## config.mk

```make
export PLATFORM = sky130hd
export DESIGN_NAME = pps_ctrl
export DESIGN_NICKNAME = d
export VERILOG_FILES = /design/src/design/pps_pkg.sv /design/src/design/pps_ctrl.sv
export SDC_FILE = /design/constraint.sdc
export NUM_CORES = 1
export LEC_CHECK = 0
export BUFFER_PORTS_ARGS = -buffer_cell sky130_fd_sc_hd__clkbuf_2
export CORE_MARGIN = 2
export CORE_UTILIZATION = 30
export CTS_CLUSTER_DIAMETER = 40
export DETAILED_ROUTE_END_ITERATION = 7
export PLACE_DENSITY = 0.57
export SETUP_SLACK_MARGIN = 0.15
export SLEW_MARGIN = 40
export SYNTH_ARGS = -nofsm -noshare
export SYNTH_HDL_FRONTEND = slang
export SYNTH_SLANG_ARGS = --single-unit
```

## constraint.sdc

```tcl
create_clock -name i_clk -period 4.25 [get_ports i_clk]
set_input_delay 0 -clock i_clk [delete_from_list [all_inputs] [get_ports i_clk]]
set_output_delay 0 -clock i_clk [all_outputs]
set_load 0.02 [all_outputs]
```

## src/design/pps_pkg.sv

```systemverilog
`timescale 1ns / 1ps
`default_nettype none
// ----------------------------------------------------------------------------
// pps_pkg
// shared types, constants and the cordic arctangent table
// ----------------------------------------------------------------------------
package pps_pkg;

    localparam int CORDIC_STEPS_DEF = 16;
    localparam int ITER_W           = 6;
    localparam int CFG_ADDR_W       = 1;
    localparam int CFG_DATA_W       = 32;
    localparam int CW               = 40;   // cordic x/y width
    localparam int ZW               = 34;   // cordic angle width

    localparam logic [CFG_ADDR_W-1:0] REG_GAIN      = 1'd0;
    localparam logic [CFG_ADDR_W-1:0] REG_WHEELBASE = 1'd1;

    localparam logic [1:0] KIND_POSE  = 2'd0;
    localparam logic [1:0] KIND_PATH  = 2'd1;
    localparam logic [1:0] KIND_QUERY = 2'd2;

    localparam logic [15:0] GAIN_RST      = 16'd256;
    localparam logic [31:0] WHEELBASE_RST = 32'd65536;
    localparam logic [31:0] HALF_TURN     = 32'h8000_0000;
    localparam logic [31:0] QUARTER_TURN  = 32'h4000_0000;
    localparam logic [31:0] THREE_QUARTER = 32'hC000_0000;
    localparam logic [31:0] ROUND_HALF    = 32'h0000_8000;
    localparam logic [63:0] SQRT_TOP_BIT  = 64'h4000_0000_0000_0000;
    localparam logic signed [56:0] INV_GAIN   = 57'sd39797;
    localparam logic signed [56:0] GAIN_ROUND = 57'sd32768;
    localparam logic [ITER_W-1:0]  SQRT_LAST  = 6'd31;

    typedef enum logic [4:0] {
        S_IDLE, S_DISP, S_POSE, S_PATH,
        S_V1_LOAD, S_V1_RUN, S_R1_LOAD, S_R1_RUN, S_GAIN1,
        S_SQ_LK, S_SQ_MAG, S_SQRT_LOAD, S_SQRT_RUN,
        S_V2_LOAD, S_V2_RUN, S_R2_LOAD, S_R2_RUN, S_GAIN2,
        S_V3_LOAD, S_V3_RUN, S_STEER, S_FINISH
    } t_state;

    typedef enum logic [3:0] {
        OP_NONE, OP_POSE, OP_PATH,
        OP_V1_LOAD, OP_R1_LOAD, OP_V2_LOAD, OP_R2_LOAD, OP_V3_LOAD,
        OP_STEP, OP_GAIN1, OP_GAIN2, OP_SQ_LK, OP_SQ_MAG,
        OP_SQRT_STEP, OP_STEER
    } t_op;

    typedef struct packed {
        logic       load;
        logic       emit;
        t_op        op;
        logic [4:0] it;
    } t_cmd;

    typedef struct packed {
        logic [1:0] kind;
        logic       query_ok;
        logic       clamped;
    } t_status;

    function automatic logic [31:0] atan_entry(input logic [4:0] i);
        logic [31:0] v;
        case (i)
            5'd0:  v = 32'd536870912;
            5'd1:  v = 32'd316933406;
            5'd2:  v = 32'd167458907;
            5'd3:  v = 32'd85004756;
            5'd4:  v = 32'd42667331;
            5'd5:  v = 32'd21354465;
            5'd6:  v = 32'd10679838;
            5'd7:  v = 32'd5340245;
            5'd8:  v = 32'd2670163;
            5'd9:  v = 32'd1335087;
            5'd10: v = 32'd667544;
            5'd11: v = 32'd333772;
            5'd12: v = 32'd166886;
            5'd13: v = 32'd83443;
            5'd14: v = 32'd41722;
            5'd15: v = 32'd20861;
            5'd16: v = 32'd10430;
            5'd17: v = 32'd5215;
            5'd18: v = 32'd2608;
            5'd19: v = 32'd1304;
            5'd20: v = 32'd652;
            5'd21: v = 32'd326;
            5'd22: v = 32'd163;
            5'd23: v = 32'd81;
            5'd24: v = 32'd41;
            5'd25: v = 32'd20;
            5'd26: v = 32'd10;
            5'd27: v = 32'd5;
            5'd28: v = 32'd3;
            5'd29: v = 32'd1;
            5'd30: v = 32'd1;
            default: v = 32'd0;
        endcase
        return v;
    endfunction

endpackage
`default_nettype wire

```

## src/design/pps_ctrl.sv

```systemverilog
`timescale 1ns / 1ps
`default_nettype none
// ----------------------------------------------------------------------------
// pps_ctrl
// sequencer: walks one request through the shared cordic, squarer and root
// ----------------------------------------------------------------------------
module pps_ctrl
    import pps_pkg::*;
#(
    parameter int CORDIC_STEPS = CORDIC_STEPS_DEF
) (
    input  wire     i_clk,
    input  wire     i_rst_n,
    input  wire     i_in_valid,
    output logic    o_in_stall,
    output logic    o_out_valid,
    input  wire     i_out_stall,
    input  t_status i_status,
    output t_cmd    o_cmd
);

    localparam logic [ITER_W-1:0] STEP_LAST = ITER_W'(CORDIC_STEPS - 1);

    t_state            r_state, n_state;
    logic [ITER_W-1:0] r_it, n_it;
    logic              n_out_valid;
    logic              w_can_emit;

    assign w_can_emit = !o_out_valid || !i_out_stall;

    always_ff @(posedge i_clk) begin
        if (!i_rst_n) begin
            r_state     <= S_IDLE;
            r_it        <= '0;
            o_out_valid <= 1'b0;
        end else begin
            r_state     <= n_state;
            r_it        <= n_it;
            o_out_valid <= n_out_valid;
        end
    end

    // next state
    always_comb begin
        n_state = r_state;
        n_it    = r_it;
        case (r_state)
            S_IDLE:      if (i_in_valid) n_state = S_DISP;
            S_DISP: begin
                case (i_status.kind)
                    KIND_POSE:  n_state = S_POSE;
                    KIND_PATH:  n_state = S_PATH;
                    KIND_QUERY: n_state = i_status.query_ok ? S_V1_LOAD : S_FINISH;
                    default:    n_state = S_FINISH;
                endcase
            end
            S_POSE, S_PATH: n_state = S_FINISH;
            S_V1_LOAD: begin n_state = S_V1_RUN; n_it = '0; end
            S_V1_RUN: begin
                n_it = r_it + 1'b1;
                if (r_it == STEP_LAST) n_state = S_R1_LOAD;
            end
            S_R1_LOAD: begin n_state = S_R1_RUN; n_it = '0; end
            S_R1_RUN: begin
                n_it = r_it + 1'b1;
                if (r_it == STEP_LAST) n_state = S_GAIN1;
            end
            S_GAIN1:     n_state = S_SQ_LK;
            S_SQ_LK:     n_state = S_SQ_MAG;
            S_SQ_MAG:    n_state = S_SQRT_LOAD;
            S_SQRT_LOAD: begin
                n_it    = '0;
                n_state = i_status.clamped ? S_V2_LOAD : S_SQRT_RUN;
            end
            S_SQRT_RUN: begin
                n_it = r_it + 1'b1;
                if (r_it == SQRT_LAST) n_state = S_V2_LOAD;
            end
            S_V2_LOAD: begin n_state = S_V2_RUN; n_it = '0; end
            S_V2_RUN: begin
                n_it = r_it + 1'b1;
                if (r_it == STEP_LAST) n_state = S_R2_LOAD;
            end
            S_R2_LOAD: begin n_state = S_R2_RUN; n_it = '0; end
            S_R2_RUN: begin
                n_it = r_it + 1'b1;
                if (r_it == STEP_LAST) n_state = S_GAIN2;
            end
            S_GAIN2:     n_state = S_V3_LOAD;
            S_V3_LOAD: begin n_state = S_V3_RUN; n_it = '0; end
            S_V3_RUN: begin
                n_it = r_it + 1'b1;
                if (r_it == STEP_LAST) n_state = S_STEER;
            end
            S_STEER:     n_state = S_FINISH;
            S_FINISH:    if (w_can_emit) n_state = S_IDLE;
            default:     n_state = S_IDLE;
        endcase
    end

    // outputs
    always_comb begin
        o_cmd       = '{load: 1'b0, emit: 1'b0, op: OP_NONE, it: r_it[4:0]};
        o_in_stall  = 1'b1;
        n_out_valid = o_out_valid && i_out_stall;
        case (r_state)
            S_IDLE: begin
                o_in_stall = 1'b0;
                o_cmd.load = i_in_valid;
            end
            S_POSE:      o_cmd.op = OP_POSE;
            S_PATH:      o_cmd.op = OP_PATH;
            S_V1_LOAD:   o_cmd.op = OP_V1_LOAD;
            S_R1_LOAD:   o_cmd.op = OP_R1_LOAD;
            S_V2_LOAD:   o_cmd.op = OP_V2_LOAD;
            S_R2_LOAD:   o_cmd.op = OP_R2_LOAD;
            S_V3_LOAD:   o_cmd.op = OP_V3_LOAD;
            S_V1_RUN, S_R1_RUN, S_V2_RUN, S_R2_RUN, S_V3_RUN: o_cmd.op = OP_STEP;
            S_GAIN1:     o_cmd.op = OP_GAIN1;
            S_GAIN2:     o_cmd.op = OP_GAIN2;
            S_SQ_LK:     o_cmd.op = OP_SQ_LK;
            S_SQ_MAG:    o_cmd.op = OP_SQ_MAG;
            S_SQRT_RUN:  o_cmd.op = OP_SQRT_STEP;
            S_STEER:     o_cmd.op = OP_STEER;
            S_FINISH: begin
                o_cmd.emit = w_can_emit;
                if (w_can_emit) n_out_valid = 1'b1;
            end
            default:     o_cmd.op = OP_NONE;
        endcase
    end

endmodule
`default_nettype wire

```

### After elaboration in Yosys (flattened, before gate mapping)

Index checks and enable logic that the tools add are counted.

* eq/ne operators: 33
* add/subtract/negate cells: 1
* multiplexer cells: 19
* reduce and logical (&&, ||, !) cells: 12

Operator list (count)
* 5-bit one-hot mux with 20 select lines: 1
* 4-bit one-hot mux with 14 select lines: 1
* 5-bit 2-to-1 mux: 9
* 5-bit by 4-bit == test with 1-bit output, second input constant: 8
* 5-bit == test, second input constant: 6
* 5-bit by 3-bit == test with 1-bit output, second input constant: 4
* 2-bit inequality test, second input constant: 8
* 5-bit one-hot mux with 3 select lines: 1
* 6-bit one-hot mux with 2 select lines: 1
* 6-bit OR reduction: 2
* 5-bit by 2-bit == test with 1-bit output, second input constant: 2
* 8-bit AND reduction: 1
* 6-bit by 1-bit adder with 6-bit output, second input constant: 1
* 6-bit by 4-bit == test with 1-bit output, second input constant: 1
* 6-bit by 5-bit == test with 1-bit output, second input constant: 1
* 1-bit 2-to-1 mux: 6
* 5-bit by 1-bit == test with 1-bit output, second input constant: 1
* 5-bit logical NOT: 1
* 5-bit OR reduction: 1
* 3-bit OR reduction: 1
* 2-bit by 1-bit == test with 1-bit output, second input constant: 1
* 2-bit == test, second input constant: 1
* 1-bit logical NOT: 2
* 2-bit logical NOT: 1
* 3 further kinds: 3

* output and inout bits: 13
* logic and storage cells: 68
* input port bits: 8
* bits in registers: 12

### Longest topological paths before layout

* depth in word-level cells: 4
* gate-level depth with buffers: 7
* depth with buffers taken out: 6

### Least setup slack after synthesis

Ideal clock, no wire load.

* kind: register -> register
* start point: register r_it[0]
* end point: register r_state[0]
* path buffers: 0
* path slack: 2.522 ns
* cell stages (with the launch flop): 6
* data required time: 4.128 ns
* arrival: 1.606 ns
* period minus slack after synthesis: 1.728 ns
* library setup time: 0.122 ns
* cells stage by stage: dfxtp_1 -> ha_1 -> nand3_1 -> o32ai_1 -> nand2_2 -> o311a_1

* word-level cells in the longest chain between the ends: 3
* elaborated cells on any way between the ends: 9
* those cells by class: 8 x eq/ne; 1 x reduce/logical

Ends and longest elaborated chain
* from (decl): RTL line pps_ctrl.sv:25 `logic [ITER_W-1:0] r_it, n_it;`
* from (signal assigned): RTL line pps_ctrl.sv:38 `r_it <= n_it;`
* 6-bit by 5-bit == test with 1-bit output or 6-bit by 4-bit == test with 1-bit output (tied branches)
* 2-bit inequality test (no source line)
* 8-bit AND reduction (no source line) (*)
* to (signal assigned): RTL line pps_ctrl.sv:37 `r_state <= n_state;`
* to (decl): RTL line pps_ctrl.sv:24 `t_state r_state, n_state;`

Mark *: on every way between the ends. The rest lies on a longest branch, timed or not.
A chain may end at the register's enable or synchronous reset.

### Worst setup path after layout

* start point: register r_state[0]
* end point: register r_state[0]

* word-level cells in the longest chain between the ends: 3
* elaborated cells on any way between the ends: 33
* those cells by class: 29 x eq/ne; 1 x mux; 3 x reduce/logical

Ends and longest elaborated chain
* 5-bit == test, or another cell as far along: RTL line pps_ctrl.sv:47 `case (r_state)`
* 3-bit OR reduction (no source line) or 2-bit inequality test (tied branches)
* 5-bit one-hot mux with 20 select lines or 8-bit AND reduction (tied branches)

Parallel ways exist; a longest one is shown, timed or not.

==> results.toml <==
[timing]
hold_viol = 0
tightest_slew_ps = 726
setup_tns_ps = 0
rsz0062_at_grt = "false"
fin_crit_sh = 0.490
fin_crit_ps = 2080
drv_slew = 0
maxSlewHeadroom = 0.515
fmax_mhz = 481
skew_ps = 3.39
setup_viol = 0

[die]
io_pins = 21
die_y_um = 63.9
dieArea_um2 = 4080
die_w_um = 63.9
start_util = 0.317
placement_rows = 21
core_area_um2 = 3390

[min_path]
holdPathStages = 2
holdPathEnd = "r_state[0]$_SDFFE_PN0P_"
hold_start = "i_rst_n"
hold_path.class = "primary input to register"

[detailed_routing]
drt_iter0_markers = 44
via_per_inst = 5.33
final_antenna_net_count = 0
dr.pass1.iters = 4
wl_um = 2650
wire_per_inst_um = 13.7
drc = 0
vias = 1028

[power_and_ir_drop]
p_comb_frac = 0.556
switching_share = 0.485
seq_power_share = 0.311
power_density_nw_per_um2 = 564
p_sw_uw = 325
p_leak_nw = 0.495
totalPowerFinal_uw = 671
internal_power_uw = 345
irDropWorstVdd_mv = 0.193
clockPowerShare = 0.133

[placement]
dpl.hpwl_um = 1940
dp_cells = 188
gp_congestion = 0.784
port-buffer-count = 20

[grt]
grt_antenna_before_repair = 0
track_usage = 0.139
grt_pass1_vias = 1013
grt_pass1_wl_um = 4560
grt_max_degree = 23
grt-ovfl-total = 0

[setup_path]
r2r_slack_ps = 2170
cp_data_required_time_ps = 4410
r2r_start = "r_state[0]$_SDFFE_PN0P_"
startpoint_type = "register"
crit_type = "register to register"
cp_max_fo = 22
rr_worst_depth = 5
cp-startpoint = "r_state[0]$_SDFFE_PN0P_"
cp.arrival_ps = 2250
end_kind = "register"
worstReg2RegEnd = "r_state[0]$_SDFFE_PN0P_"

[clock_tree]
clk_pin_slew_ps = 80
cts_tree = "done"
clock-root-buffer = "clkbuf_4"
cts_buffers = 3
clk_path_buf_depth = 2
postCtsSetupBuffers = 0
htreeDepth = 1
cts_sinks = 12
cts_resized = 0
clkLatencyLatePin_ps = 270
ctsHoldBuffers = 1

[layout]
multi_input_area_um2 = 731
drive_gt1_frac = 0.231
final_nets = 157
area_growth_pct = 10.7
antenna_cells = 0
layout_commonest_cell = "clkbuf_2"
nFillCells = 378
regArea_um2 = 240
most-common-layout-cells = "clkbuf_2, dfxtp_1, nand2_1"
stdcell_count = 193

[status]
outcome = "finished, final reports clean"

[synthesis]
synthFlopType = "dfxtp_1"
netlist_instances = 137
synth.cell_area_um2 = 1070
ys_async_sr_fraction = 0
synth_warnings = 0
syn_nets = 146
ys_types = 47
syn_avg_cell_area_um2 = 7.85
synth_seq_cells = 12
synth_edf_count = 0
ys_seq_area_frac = 0.224

[flow_run]
maxCapViolations = 0
## routing by layer
| layer | GRT usage | wire (um) |
|---|---|---|
| met1 | 0.178 | 1250 |
| met2 | 0.234 | 1280 |
| met3 | 0.0158 | 93 |
| met4 | 0.0571 | 23 |
| met5 | 0 | 0 |
## area by class of cell
| class | instances | area share |
|---|---|---|
| clock buffer | 4 | 0.0305 |
| sequential | 12 | 0.202 |
| inverter | 4 | 0.0126 |
| timing repair buffer | 21 | 0.0925 |
| tap | 46 | 0.0484 |
| multi-input combinational | 106 | 0.614 |
## synthesized netlist by cell type (2+ instances only)
master	count	area, um^2
dfxtp_1	12	240
nand2_1	11	41.3
a21oi_1	10	50.1
o21ai_0	7	35.0
a21o_1	6	45.0
buf_4	6	45.0
clkbuf_1	6	22.5
nor2b_1	6	37.5
nand3_1	5	25.0
nor2_1	5	18.8
inv_1	4	15.0
mux2i_1	4	40.0
nand2b_1	4	25.0
and3_1	3	18.8
nor3b_2	3	37.5
o21ai_1	3	15.0
o22a_1	3	26.3
a22oi_1	2	15.0
a31oi_1	2	12.5
and2_1	2	12.5
and2b_1	2	15.0
buf_2	2	10.0
nand3b_1	2	15.0
nor3_1	2	10.0
o211ai_1	2	15.0
o32ai_1	2	17.5
## worst max path at each step
stage,end,slack [ps]
after floorplan,r_state[0]$_SDFFE_PN0P_,2520
after global placement,r_state[0]$_SDFFE_PN0P_,2270
after detailed placement,r_state[0]$_SDFFE_PN0P_,2200
after CTS,r_state[0]$_SDFFE_PN0P_,2190
after global routing,r_state[0]$_SDFFE_PN0P_,2010
final,r_state[0]$_SDFFE_PN0P_,2170
## sequential cells by signal (all words and copies together), names as in the netlist
register,count
r_state,5
o_out_valid,1
r_it,6
## worst max-delay path, cell delays in order (launching register included)
cell     delay [ps]
dfxtp_1         750
and2b_1         340
nor3_1           80
o32ai_1         260
nand2_2         170
o311a_1         370
## cells by family after synthesis
kind of cell,synth area share
xor gates and xnor gates,0.0163
and+or+nand+nor,0.286
muxes,0.0373
DFF,0.224
AOI/OAI and AO/OA,0.328
adders and majority gates,0.0116
buffers and inverters,0.0966
## stage by stage
| step | setup WS (ps) | hold WS (ps) | cell area (um^2) | utilization |
|---|---|---|---|---|
| 2_1_floorplan | 2520 | 133 | 1070 | - |
| 3_3_place_gp | 2270 | 273 | 1140 | 0.337 |
| 3_5_place_dp | 2200 | 288 | 1140 | 0.337 |
| 4_1_cts | 2190 | 119 | 1190 | 0.351 |
| 5_1_grt | 2010 | 150 | 1190 | 0.351 |
| 6_report | 2170 | 131 | 1190 | 0.351 |
## power groups by stage
stage | clock, mW | combinational (mW) | sequential, mW
2_1_floorplan | 0 | 0.358 | 0.149
3_3_place_gp | 0 | 0.368 | 0.204
3_5_place_dp | 0 | 0.373 | 0.209
4_1_cts | 0.0952 | 0.375 | 0.206
5_1_grt | 0.100 | 0.411 | 0.216
6_report | 0.0894 | 0.373 | 0.208
No activity file was read; power rests on OpenSTA's default activity.
